--- config.mk ---
export PLATFORM = sky130hd
export DESIGN_NAME = psh_ctrl
export DESIGN_NICKNAME = d
export VERILOG_FILES = /design/src/design/psh_pkg.sv /design/src/design/psh_ctrl.sv
export SDC_FILE = /design/constraint.sdc
export NUM_CORES = 1
export LEC_CHECK = 0
export ABC_AREA = 1
export BUFFER_PORTS_ARGS = -buffer_cell sky130_fd_sc_hd__buf_2
export CORE_AREA = 5 5 42 44
export DETAILED_ROUTE_END_ITERATION = 16
export DIE_AREA = 0 0 47 49
export SLEW_MARGIN = 10
export SYNTH_ARGS = -nofsm -noshare
export SYNTH_HDL_FRONTEND = slang
export SYNTH_SLANG_ARGS = --single-unit
--- constraint.sdc ---
create_clock -name i_clk -period 1.44 [get_ports i_clk]
set_clock_uncertainty 0.1 [all_clocks]
set_input_delay 0.072 -clock i_clk [delete_from_list [all_inputs] [get_ports i_clk]]
set_output_delay 0.072 -clock i_clk [all_outputs]
set_load 0.005 [all_outputs]
--- src/design/psh_pkg.sv ---
package psh_pkg;

    localparam int MaxWords = 64;
    localparam int CountW   = $clog2(MaxWords + 1);

    localparam logic [31:0] FixWord0  = 32'h9BE74448;
    localparam logic [31:0] FixWord1  = 32'h66F42C48;
    localparam logic [31:0] RotKeyIni = 32'hF4FA8928;
    localparam logic [31:0] MixAIni   = 32'h7758B42B;
    localparam logic [31:0] MixBIni   = 32'h37A8470E;
    localparam logic [31:0] KeyXor    = 32'h267B0B11;
    localparam logic [31:0] POrMask   = 32'h02040801;
    localparam logic [31:0] PAndMask  = 32'hBFEF7FDF;
    localparam logic [31:0] QOrMask   = 32'h00804021;
    localparam logic [31:0] QAndMask  = 32'h7DFEFBFF;

    typedef enum logic [2:0] {
        S_IDLE,
        S_ROT,
        S_MUL,
        S_FOLD,
        S_EMIT
    } t_state;

    typedef enum logic [1:0] {
        SRC_ACCUM,
        SRC_FIX0,
        SRC_FIX1
    } t_src;

    typedef struct packed {
        logic load_char;
        logic rnd_rot;
        logic rnd_mul;
        logic rnd_fold;
        logic emit;
        t_src word_sel;
    } t_cmd;

    typedef struct packed {
        logic char_zero;
        logic word_fills;
        logic part_pending;
        logic out_free;
    } t_sts;

    function automatic logic [7:0] fold_char(input logic [7:0] c);
        logic [7:0] r;
        r = c;
        if (c >= 8'h41 && c <= 8'h5A) begin
            r = c + 8'h20;
        end else if (c == 8'h2F) begin
            r = 8'h5C;
        end
        return r;
    endfunction

endpackage

--- src/design/psh_ctrl.sv ---
module psh_ctrl
    import psh_pkg::*;
(
    input  logic i_clk,
    input  logic i_rst_n,
    input  logic i_valid,
    input  t_sts i_sts,
    output logic o_stall,
    output t_cmd o_cmd
);

    t_state r_state, n_state;
    t_src   r_src, n_src;
    logic   r_term, n_term;
    logic   accept;

    assign accept = i_valid && (r_state == S_IDLE);

    always_ff @(posedge i_clk) begin
        if (!i_rst_n) begin
            r_state <= S_IDLE;
            r_src   <= SRC_ACCUM;
            r_term  <= 1'b0;
        end else begin
            r_state <= n_state;
            r_src   <= n_src;
            r_term  <= n_term;
        end
    end

    always_comb begin
        n_state = r_state;
        n_src   = r_src;
        n_term  = r_term;
        unique case (r_state)
            S_IDLE: begin
                if (accept) begin
                    if (i_sts.char_zero) begin
                        n_state = S_ROT;
                        n_term  = 1'b1;
                        n_src   = i_sts.part_pending ? SRC_ACCUM : SRC_FIX0;
                    end else if (i_sts.word_fills) begin
                        n_state = S_ROT;
                        n_term  = 1'b0;
                        n_src   = SRC_ACCUM;
                    end
                end
            end
            S_ROT:  n_state = S_MUL;
            S_MUL:  n_state = S_FOLD;
            S_FOLD: begin
                if (!r_term) begin
                    n_state = S_IDLE;
                end else begin
                    unique case (r_src)
                        SRC_ACCUM: begin
                            n_src   = SRC_FIX0;
                            n_state = S_ROT;
                        end
                        SRC_FIX0: begin
                            n_src   = SRC_FIX1;
                            n_state = S_ROT;
                        end
                        default:  n_state = S_EMIT;
                    endcase
                end
            end
            S_EMIT: begin
                if (i_sts.out_free) begin
                    n_state = S_IDLE;
                    n_term  = 1'b0;
                end
            end
            default: n_state = S_IDLE;
        endcase
    end

    always_comb begin
        o_stall        = (r_state != S_IDLE);
        o_cmd          = '0;
        o_cmd.word_sel = r_src;
        unique case (r_state)
            S_IDLE:  o_cmd.load_char = accept && !i_sts.char_zero;
            S_ROT:   o_cmd.rnd_rot   = 1'b1;
            S_MUL:   o_cmd.rnd_mul   = 1'b1;
            S_FOLD:  o_cmd.rnd_fold  = 1'b1;
            S_EMIT:  o_cmd.emit      = i_sts.out_free;
            default: o_cmd.load_char = 1'b0;
        endcase
    end

endmodule

# Word level (Yosys, flattened, before mapping)
# Cells that the tools add are included.
# totals
reg_bits	6
inputBits	7
output_inout_bits	8
word_cells	49
# classes
n_eq_ne	10
muxes	24
reduce_logical	12
# op_table
op	count
$mux W3	6
$pmux W3 S5	1
$mux W1	10
$mux W2	4
$pmux W2 S2	2
$eq A3 B2 Y1 const B	2
$ne A2 B2 Y1 const B	3
$reduce_and A5 Y1	1
$reduce_and A4 Y1	1
$reduce_bool A2 Y1	2
$eq A3 B1 Y1 const B	1
$eq A3 B3 Y1 const B	1
$logic_not A3 Y1	1
$ne A3 B1 Y1 const B	1
$ne A3 B3 Y1 const B	1
$reduce_and A3 Y1	1
$reduce_bool A3 Y1	1
$eq A2 B1 Y1 const B	1
$logic_and A1 B1 Y1	2
$logic_not A2 Y1	1
$pmux W1 S2	1
$reduce_or A2 Y1	1
$logic_not A1 Y1	1

# Longest topological paths before layout
# Gate-level depths: netlist (run 1).
# depth
depth_word	5
mapped_depth	8
mapped_depth_nobuf	8

# Least setup slack after synthesis (run 1)
# OpenSTA, ideal clock, no wires.
# synth_timing
kind	register -> register
start	register r_state[0]
end	register r_term
setup_ps	114
t_arrival_ps	976
required_ps	1226
setup_slack_ps	250
stages_incl_launch_ff	9
path_buffers	0
synth_period_minus_slack_ps	1190
path_cell_list	dfxtp_1 nor2_2 nand2_2 nor2_1 nand2_1 nand2_1 nand2_1 nand2_1 nor2_1
# synth_via
elab_chain_cells	4
word_cells_on_any_way	9
cone_classes	eq/ne: 4; mux: 1; reduce/logical: 4
# synth_lines
item	line_no	source
start: declaration	psh_ctrl.sv:12	t_state r_state, n_state;
start signal: assignment	psh_ctrl.sv:25	r_state <= n_state;
$logic_not A3 Y1	psh_ctrl.sv:17, psh_ctrl.sv:35	
$logic_and A1 B1 Y1	psh_ctrl.sv:17	assign accept = i_valid && (r_state == S_IDLE);
$ne A2 B2 Y1 (no source line)	-	
$reduce_and A4 Y1 (no source line)	-	
end signal: assignment	psh_ctrl.sv:27	r_term <= n_term;
end: declaration	psh_ctrl.sv:14	logic r_term, n_term;
# Parallel ways exist; a longest one is shown, timed or not.
# A chain may end at the register's enable or synchronous reset.

==> results of run 1 <==
[worst min path at each step]
stage | from | to | depth (start not counted)
finish | i_sts[0] | r_state[2] | 4
global route | i_sts[0] | r_state[2] | 4
CTS | i_sts[0] | r_state[2] | 4
detailed placement | i_rst_n | r_src[0] | 3
global placement | i_rst_n | r_src[0] | 3
floorplan | i_rst_n | r_state[1] | 1
[worst max-delay path, cell delays in order, from the launching register on]
cell and delay, ns:
sky130_fd_sc_hd__dfxtp_1 0.36, sky130_fd_sc_hd__nor2_4 0.13, sky130_fd_sc_hd__nand2_2 0.09, sky130_fd_sc_hd__nor2_2 0.10, sky130_fd_sc_hd__nand2_1 0.07, sky130_fd_sc_hd__inv_1 0.05
sky130_fd_sc_hd__buf_2 0.10
[cell usage in the layout, fill, tap and decap left out, types with 3 or more instances in the layout]
| cell type | instances |
|---|---|
| sky130_fd_sc_hd__nand3_1 | 7 |
| sky130_fd_sc_hd__nand2_1 | 17 |
| sky130_fd_sc_hd__dfxtp_1 | 4 |
| sky130_fd_sc_hd__buf_2 | 14 |
| sky130_fd_sc_hd__nor3_1 | 4 |
| sky130_fd_sc_hd__nor2_1 | 8 |
| sky130_fd_sc_hd__inv_1 | 10 |
| sky130_fd_sc_hd__clkbuf_4 | 3 |
[final cells by class]
class | instances | share of cell area
Clock buffer | 3 | 0.04206
Sequential cell | 6 | 0.2290
Inverter | 12 | 0.08411
Tap cell | 16 | 0.03738
Multi-Input combinational cell | 49 | 0.4439
Timing Repair Buffer | 16 | 0.1636
[cells by family (layout without fill, tap and decap cells)]
kind of cell | Yosys count | count (layout) | synth area share
buffers and inverters | 12 | 31 | 0.1139
flip-flops | 6 | 6 | 0.3038
AO/OA/AOI/OAI | 5 | 5 | 0.06963
AND/OR/NAND/NOR | 44 | 44 | 0.5126
[metal layers]
metal  part of all wire  vias up
li1                   -      248
met1               0.46      197
met2               0.41       12
met3              0.088        5
met4              0.037        0
met5                  0        -
[report_power, final]
| group | switching (W) | internal [W] | total [W] |
|---|---|---|---|
| combinational | 0.0000965 | 0.0000786 | 0.000175 |
| clock | 0.0000713 | 0.0000950 | 0.000166 |
| sequential | 0.0000248 | 0.000188 | 0.000213 |
| total | 0.000193 | 0.000362 | 0.000554 |
[flip-flops by register name, indices dropped and copies added, names as in the netlist]
| name | cells |
|---|---|
| r_state | 3 |
| r_src | 2 |
| r_term | 1 |
[per-stage QoR]
step / hold slack, ns / std cells / utilization
after floorplan: 0.08979 / 67 / -
after global placement: 0.2622 / 97 / 0.3464
after detailed placement: 0.2618 / 97 / 0.3464
after CTS: 0.03029 / 101 / 0.3732
after global routing: 0.05076 / 102 / 0.3821
final: 0.03017 / 102 / 0.3821
[repair_timing]
item | CTS | global route
gates resized for setup | 1 | 3
gates cloned | 0 | 0
hold endpoints to repair | 2 | 0
setup buffers | 0 | 1
pin swaps | 0 | 1
hold buffers | 1 | 0
setup endpoints to repair | 1 | 1
==> results.sh, run 1 <==
export IMPL_total_leakage_power_nw=0.3011
export IMPL_route_detailed_vias_per_inst=4.529
export IMPL_cts_max_level=1
export IMPL_fp_dieW_um=47
export IMPL_initial_utilization=0.2821
export IMPL_grt_max_degree=7
export IMPL_cts_root_to_sink_buffers=2
export IMPL_final_setup_tns_ns=0
export IMPL_synth_top_area_frac=0.3038
export IMPL_routabilityCongestion=0.8584
export IMPL_drt_pass1_iter_count=4
export IMPL_startpoint="r_state[0]"
export IMPL_rows=14
export IMPL_fp_dieArea_um2=2303
export IMPL_finalWorstPathRequiredPeriod_ns=1.321
export IMPL_timing_critical_path_arrival_ns=1.15
export IMPL_fmax_mhz=756.8
export IMPL_numClockSinks=6
export IMPL_critical_path_max_fanout=5
export IMPL_floorplan_io_pins=15
export IMPL_path_class="register to output pin"
export IMPL_r2r_worst_path_cells=8
export IMPL_num_fill_cells=166
export IMPL_area_growth_pct=35.44
export IMPL_ys_types=15
export IMPL_cts_inserted_buffers=3
export IMPL_seq_area_um2=122.6
export IMPL_r2r_setup_slack_ns=0.18
export IMPL_timing_worst_slew_pin_value_ns=0.2175
export IMPL_worstSetupEndpointType="output pin"
export IMPL_yosysTopAreaCell="sky130_fd_sc_hd__dfxtp_1"
export IMPL_finish_net_count=95
export IMPL_groute_usage_overall=0.09296
export IMPL_cp_required_ns=1.27
export IMPL_number_of_enable_flip_flop_cells_after_synthesis=0
export IMPL_share_of_synthesized_registers_carrying_an_async_set_or_reset=0
export IMPL_post_synth_inst_count=67
export IMPL_post_synth_top_count_cell="sky130_fd_sc_hd__nand2_1"
export IMPL_vias=462
export IMPL_clock_latency_ns=0.25
export IMPL_tritoncts="built"
export IMPL_setup_viol=0
export IMPL_detail_route_drc_violations=0
export IMPL_timing_slew_headroom=0.8539
export IMPL_setup_slack_ns=0.1186
export IMPL_postSynthNetCount=74
export IMPL_drt_iter0_drc=6
export IMPL_place_worst_setup_slack_ns=0.1574
export IMPL_ant_nets=0
export IMPL_finalPower_w=0.0005541
export IMPL_timing_hold_worst_class="primary input to register"
export IMPL_finalHoldViolations=0
export IMPL_hpwl_um=764.6
export IMPL_layout_cell_area_non_filler_um2=535.5
export IMPL_finalWirelength_um=957
export IMPL_global_route_usage_met2=0.1154
export IMPL_vdd_ir_drop_max_mv=0.4859
export IMPL_finalCritPeriodShare=0.9176
export IMPL_post_synth_most_frequent_cells="17 x sky130_fd_sc_hd__nand2_1, 10 x sky130_fd_sc_hd__inv_1, 9 x sky130_fd_sc_hd__nor2_1, 7 x sky130_fd_sc_hd__nand3_1, 6 x sky130_fd_sc_hd__dfxtp_1"
export IMPL_cts_root_buffer="sky130_fd_sc_hd__clkbuf_4"
export IMPL_number_of_antenna_violations_at_the_first_check_in_global_routing=0
export IMPL_crit_end="o_cmd[6]"
export IMPL_post_synth_instance_area_um2=395.4
export IMPL_slew_viol_final=0
export IMPL_share_of_cells_above_drive_strength_1=0.3256
export IMPL_critical_path_reg2reg_endpoint="r_src[1]"
export IMPL_fp_dieH_um=49
export IMPL_wire_length_of_the_first_global_routing_pass_um=1531
export IMPL_cts_reportedPaths_clkPinSlew_ns=0.05
export IMPL_max_cap_viol_count=0
export IMPL_synth_area_top_cells="sky130_fd_sc_hd__dfxtp_1 30%, sky130_fd_sc_hd__nand2_1 16%, sky130_fd_sc_hd__inv_1 9.5%, sky130_fd_sc_hd__nand3_1 8.9%, sky130_fd_sc_hd__nor2_1 8.5%"
export IMPL_synthFlopType="sky130_fd_sc_hd__dfxtp_1"
export IMPL_ys_ff_latch=6
export IMPL_met3_usage=0.02952
export IMPL_rsz0062_at_grt="false"
export IMPL_grt_util_met1=0.1209
export IMPL_multi_input_gate_area_um2=237.7
export IMPL_overflow=0
export IMPL_seq_area_frac_synth=0.3038
export IMPL_worst_r2r_startpoint="r_state[0]"
export IMPL_p_per_area_nw_per_um2=1035
export IMPL_status="finished clean"
export IMPL_wl_per_cell_um=9.382
export IMPL_timing_critical_path_from_type="register"
export IMPL_antenna_diode_count=0
export IMPL_buffer_ports_inserted=14
export IMPL_postPlaceCellArea_um2=485.5
export IMPL_synth_warnings=0
export IMPL_grt_busiest_layer="met1"
export IMPL_post_synth_cell_area_avg_um2=5.901
export IMPL_grt_pass1_vias=385
export IMPL_placeableCoreArea_um2=1401
Power figures use the tool's default switching activity.
==> run 2: changes to the inputs <==
--- a/config.mk
+++ b/config.mk
@@ -5,7 +5,7 @@
 export SDC_FILE = /design/constraint.sdc
 export NUM_CORES = 1
 export LEC_CHECK = 0
-export ABC_AREA = 1
+export ABC_AREA = 0
 export BUFFER_PORTS_ARGS = -buffer_cell sky130_fd_sc_hd__buf_2
 export CORE_AREA = 5 5 42 44
 export DETAILED_ROUTE_END_ITERATION = 16
==> run 2 against run 1 <==
  * The run now ends with negative hold slack left
  * Synthesized cell count fell by 34%
  * Hold slack got worse by 0.041 ns
  * Clock power about the same
  * Count of clock-buffer cells in the layout unchanged
  * Worst setup slack worse by 0.047 ns
  * Die area is the same
  * Largest cell class unchanged
  * Via count decreased by 14%
  * Global-route usage rose by 0.30 points
==> results.sh, run 2 <==
export IMPL_post_synth_most_frequent_cells="6 x sky130_fd_sc_hd__dfxtp_1, 5 x sky130_fd_sc_hd__inv_1, 3 x sky130_fd_sc_hd__a21oi_1, 3 x sky130_fd_sc_hd__nor2_1, 3 x sky130_fd_sc_hd__nor3b_1"
export IMPL_numClockSinks=6
export IMPL_wire_length_of_the_first_global_routing_pass_um=1593
export IMPL_clock_latency_ns=0.25
export IMPL_path_class="register to register"
export IMPL_finalCritPeriodShare=0.9500
export IMPL_rsz0062_at_grt="false"
export IMPL_status="finished with violations"
export IMPL_area_growth_pct=36.79
export IMPL_seq_area_frac_synth=0.3211
export IMPL_min_from="i_rst_n"
export IMPL_grt_max_degree=10
export IMPL_number_of_antenna_violations_at_the_first_check_in_global_routing=0
export IMPL_grt_pass1_vias=370
export IMPL_p_per_area_nw_per_um2=980.0
export IMPL_post_synth_cell_area_avg_um2=8.502
export IMPL_cts_reportedPaths_clkPinSlew_ns=0.05
export IMPL_rows=14
export IMPL_setup_slack_ns=0.07200
export IMPL_synth_area_top_cells="sky130_fd_sc_hd__dfxtp_1 32%, sky130_fd_sc_hd__buf_6 6.0%, sky130_fd_sc_hd__nor3b_1 6.0%, sky130_fd_sc_hd__inv_1 5.0%, sky130_fd_sc_hd__a21oi_1 4.0%"
export IMPL_route_detailed_vias_per_inst=5.077
export IMPL_overflow=0
export IMPL_finalPower_w=0.0005015
export IMPL_failing_checks="negative hold slack"
export IMPL_setup_viol=0
export IMPL_timing_worst_slew_pin_value_ns=0.2890
export IMPL_postSynthNetCount=51
export IMPL_final_cell_mix="14 x sky130_fd_sc_hd__buf_2, 4 x sky130_fd_sc_hd__inv_1, 4 x sky130_fd_sc_hd__buf_4, 4 x sky130_fd_sc_hd__dfxtp_1"
export IMPL_vias=396
export IMPL_fin_worst_hold_slack_ns=-0.01105
export IMPL_cts_root_buffer="sky130_fd_sc_hd__clkbuf_4"
export IMPL_total_leakage_power_nw=0.2300
export IMPL_fp_dieH_um=49
export IMPL_placeableCoreArea_um2=1401
export IMPL_finalHoldViolations=1
export IMPL_antenna_diode_count=0
export IMPL_timing_hold_worst_endpoint="r_state[1]"
export IMPL_drt_pass1_iter_count=2
export IMPL_largest_regs="r_state (3), r_src (2), r_term (1)"
export IMPL_worst_r2r_startpoint="r_state[0]"
export IMPL_r2r_worst_path_cells=3
export IMPL_vdd_ir_drop_max_mv=0.4679
export IMPL_groute_usage_overall=0.09591
export IMPL_buffer_ports_inserted=14
export IMPL_timing_slew_headroom=0.8073
export IMPL_number_of_enable_flip_flop_cells_after_synthesis=0
export IMPL_critical_path_max_fanout=4
export IMPL_cts_inserted_buffers=3
export IMPL_finalWorstPathRequiredPeriod_ns=1.368
export IMPL_synthFlopType="sky130_fd_sc_hd__dfxtp_1"
export IMPL_routabilityCongestion=0.7350
export IMPL_fmax_mhz=731.0
export IMPL_floorplan_io_pins=15
export IMPL_min_delay_path_depth=3
export IMPL_largest_register_ffs=3
export IMPL_final_setup_tns_ns=0
export IMPL_fp_dieArea_um2=2303
export IMPL_r2r_setup_slack_ns=0.07
export IMPL_mostFrequentLayoutCell="sky130_fd_sc_hd__buf_2"
export IMPL_ys_types=25
export IMPL_detail_route_drc_violations=0
export IMPL_cts_max_level=1
export IMPL_post_synth_inst_count=44
export IMPL_initial_utilization=0.2670
export IMPL_critical_path_reg2reg_endpoint="r_src[0]"
export IMPL_post_route_util=0.3652
export IMPL_regMostFlops="r_state"
export IMPL_slew_viol_final=0
export IMPL_post_synth_instance_area_um2=374.1
export IMPL_cp_required_ns=1.51
export IMPL_cts_root_to_sink_buffers=2
export IMPL_drt_iter0_drc=3
export IMPL_tritoncts="built"
export IMPL_synth_top_area_frac=0.3211
export IMPL_finalWirelength_um=938
export IMPL_timing_hold_worst_class="primary input to register"
export IMPL_post_synth_top_count_cell="sky130_fd_sc_hd__dfxtp_1"
export IMPL_place_worst_setup_slack_ns=0.09410
export IMPL_worstSetupEndpointType="register"
export IMPL_timing_critical_path_from_type="register"
export IMPL_share_of_synthesized_registers_carrying_an_async_set_or_reset=0
export IMPL_ant_nets=0
export IMPL_ys_ff_latch=6
export IMPL_max_cap_viol_count=0
export IMPL_yosysTopAreaCell="sky130_fd_sc_hd__dfxtp_1"
export IMPL_finish_net_count=71
export IMPL_synth_warnings=0
export IMPL_wl_per_cell_um=12.03
export IMPL_fp_dieW_um=47
export IMPL_hpwl_um=703.6
export IMPL_share_of_cells_above_drive_strength_1=0.4677
export IMPL_timing_critical_path_arrival_ns=1.44
## run 2: cell count changes in the layout (fill, tap and decap cells not counted), moves of 2 or more
cell                      before  now
sky130_fd_sc_hd__buf_4         1    4
sky130_fd_sc_hd__inv_1        10    4
sky130_fd_sc_hd__nand2_1      17    1
sky130_fd_sc_hd__nand2_2       2    0
sky130_fd_sc_hd__nand3_1       7    2
sky130_fd_sc_hd__nor2_1        8    3
sky130_fd_sc_hd__nor2_2        2    0
sky130_fd_sc_hd__nor2_4        2    0
sky130_fd_sc_hd__nor3_1        4    1
sky130_fd_sc_hd__nor3b_1       0    2
## run 2: per-stage QoR
step / instance area (µm²) / instances
after floorplan: 374.1 / 44
after global placement: 466.7 / 75
after detailed placement: 466.7 / 75
after CTS: 500.5 / 78
after global routing: 511.7 / 78
final: 511.7 / 78
## run 2: worst max-delay path, cell delays in order (launching register included)
cell and delay [ns]:
sky130_fd_sc_hd__dfxtp_1 0.36, sky130_fd_sc_hd__and3b_4 0.22, sky130_fd_sc_hd__or3b_1 0.36, sky130_fd_sc_hd__a311oi_2 0.26
## run 2: final cells by class
type | count | area (µm²)
Fill cell | 163 | 889.6
Tap cell | 16 | 20.02
Inverter | 5 | 18.77
Timing Repair Buffer | 18 | 100.1
Clock buffer | 3 | 22.52
Multi-Input combinational cell | 30 | 225.2
Sequential cell | 6 | 125.1
## run 2: logic make-up after synthesis
logic type             after synthesis  synth area share
AO/OA/AOI/OAI                       13            0.2575
XOR/XNOR                             1           0.02342
buffers and inverters                8            0.1237
flip-flops                           6            0.3211
AND/OR/NAND/NOR                     16            0.2743
## run 2: timing repair
action | in CTS | in global routing
endpoints found under the setup margin | 1 | 2
hold endpoints to repair | 0 | 0
setup buffers | 1 | 1
hold buffers | 0 | 0
resized for setup | 3 | 5
pin swaps | 1 | 2
## run 2: worst max path at each step
stage	startpoint	end	slack, ns	depth (start not counted)
floorplan	r_state[2]	r_src[0]	0.05	4
global placement	r_state[1]	r_src[0]	0.11	3
detailed placement	r_state[2]	r_src[0]	0.09	3
CTS	r_state[2]	r_src[0]	0.01	3
global route	r_state[0]	r_src[0]	0.01	3
finish	r_state[0]	r_src[0]	0.07	3
## run 2: routing by layer
layer / up-vias / track usage / part of all wire
met5: - / 0 / 0
met4: 0 / 0.06912 / 0.032
met2: 12 / 0.1357 / 0.46
met3: 5 / 0.02583 / 0.058
met1: 184 / 0.1192 / 0.45
li1: 195 / - / -
## run 2: report_power, final
group / leakage, nW / switching, W / total, W / internal, W
logic: 0.166 / 0.0000642 / 0.000139 / 0.0000751
clock network: 0.0138 / 0.0000681 / 0.000163 / 0.0000948
registers: 0.0503 / 0.0000195 / 0.000199 / 0.000180
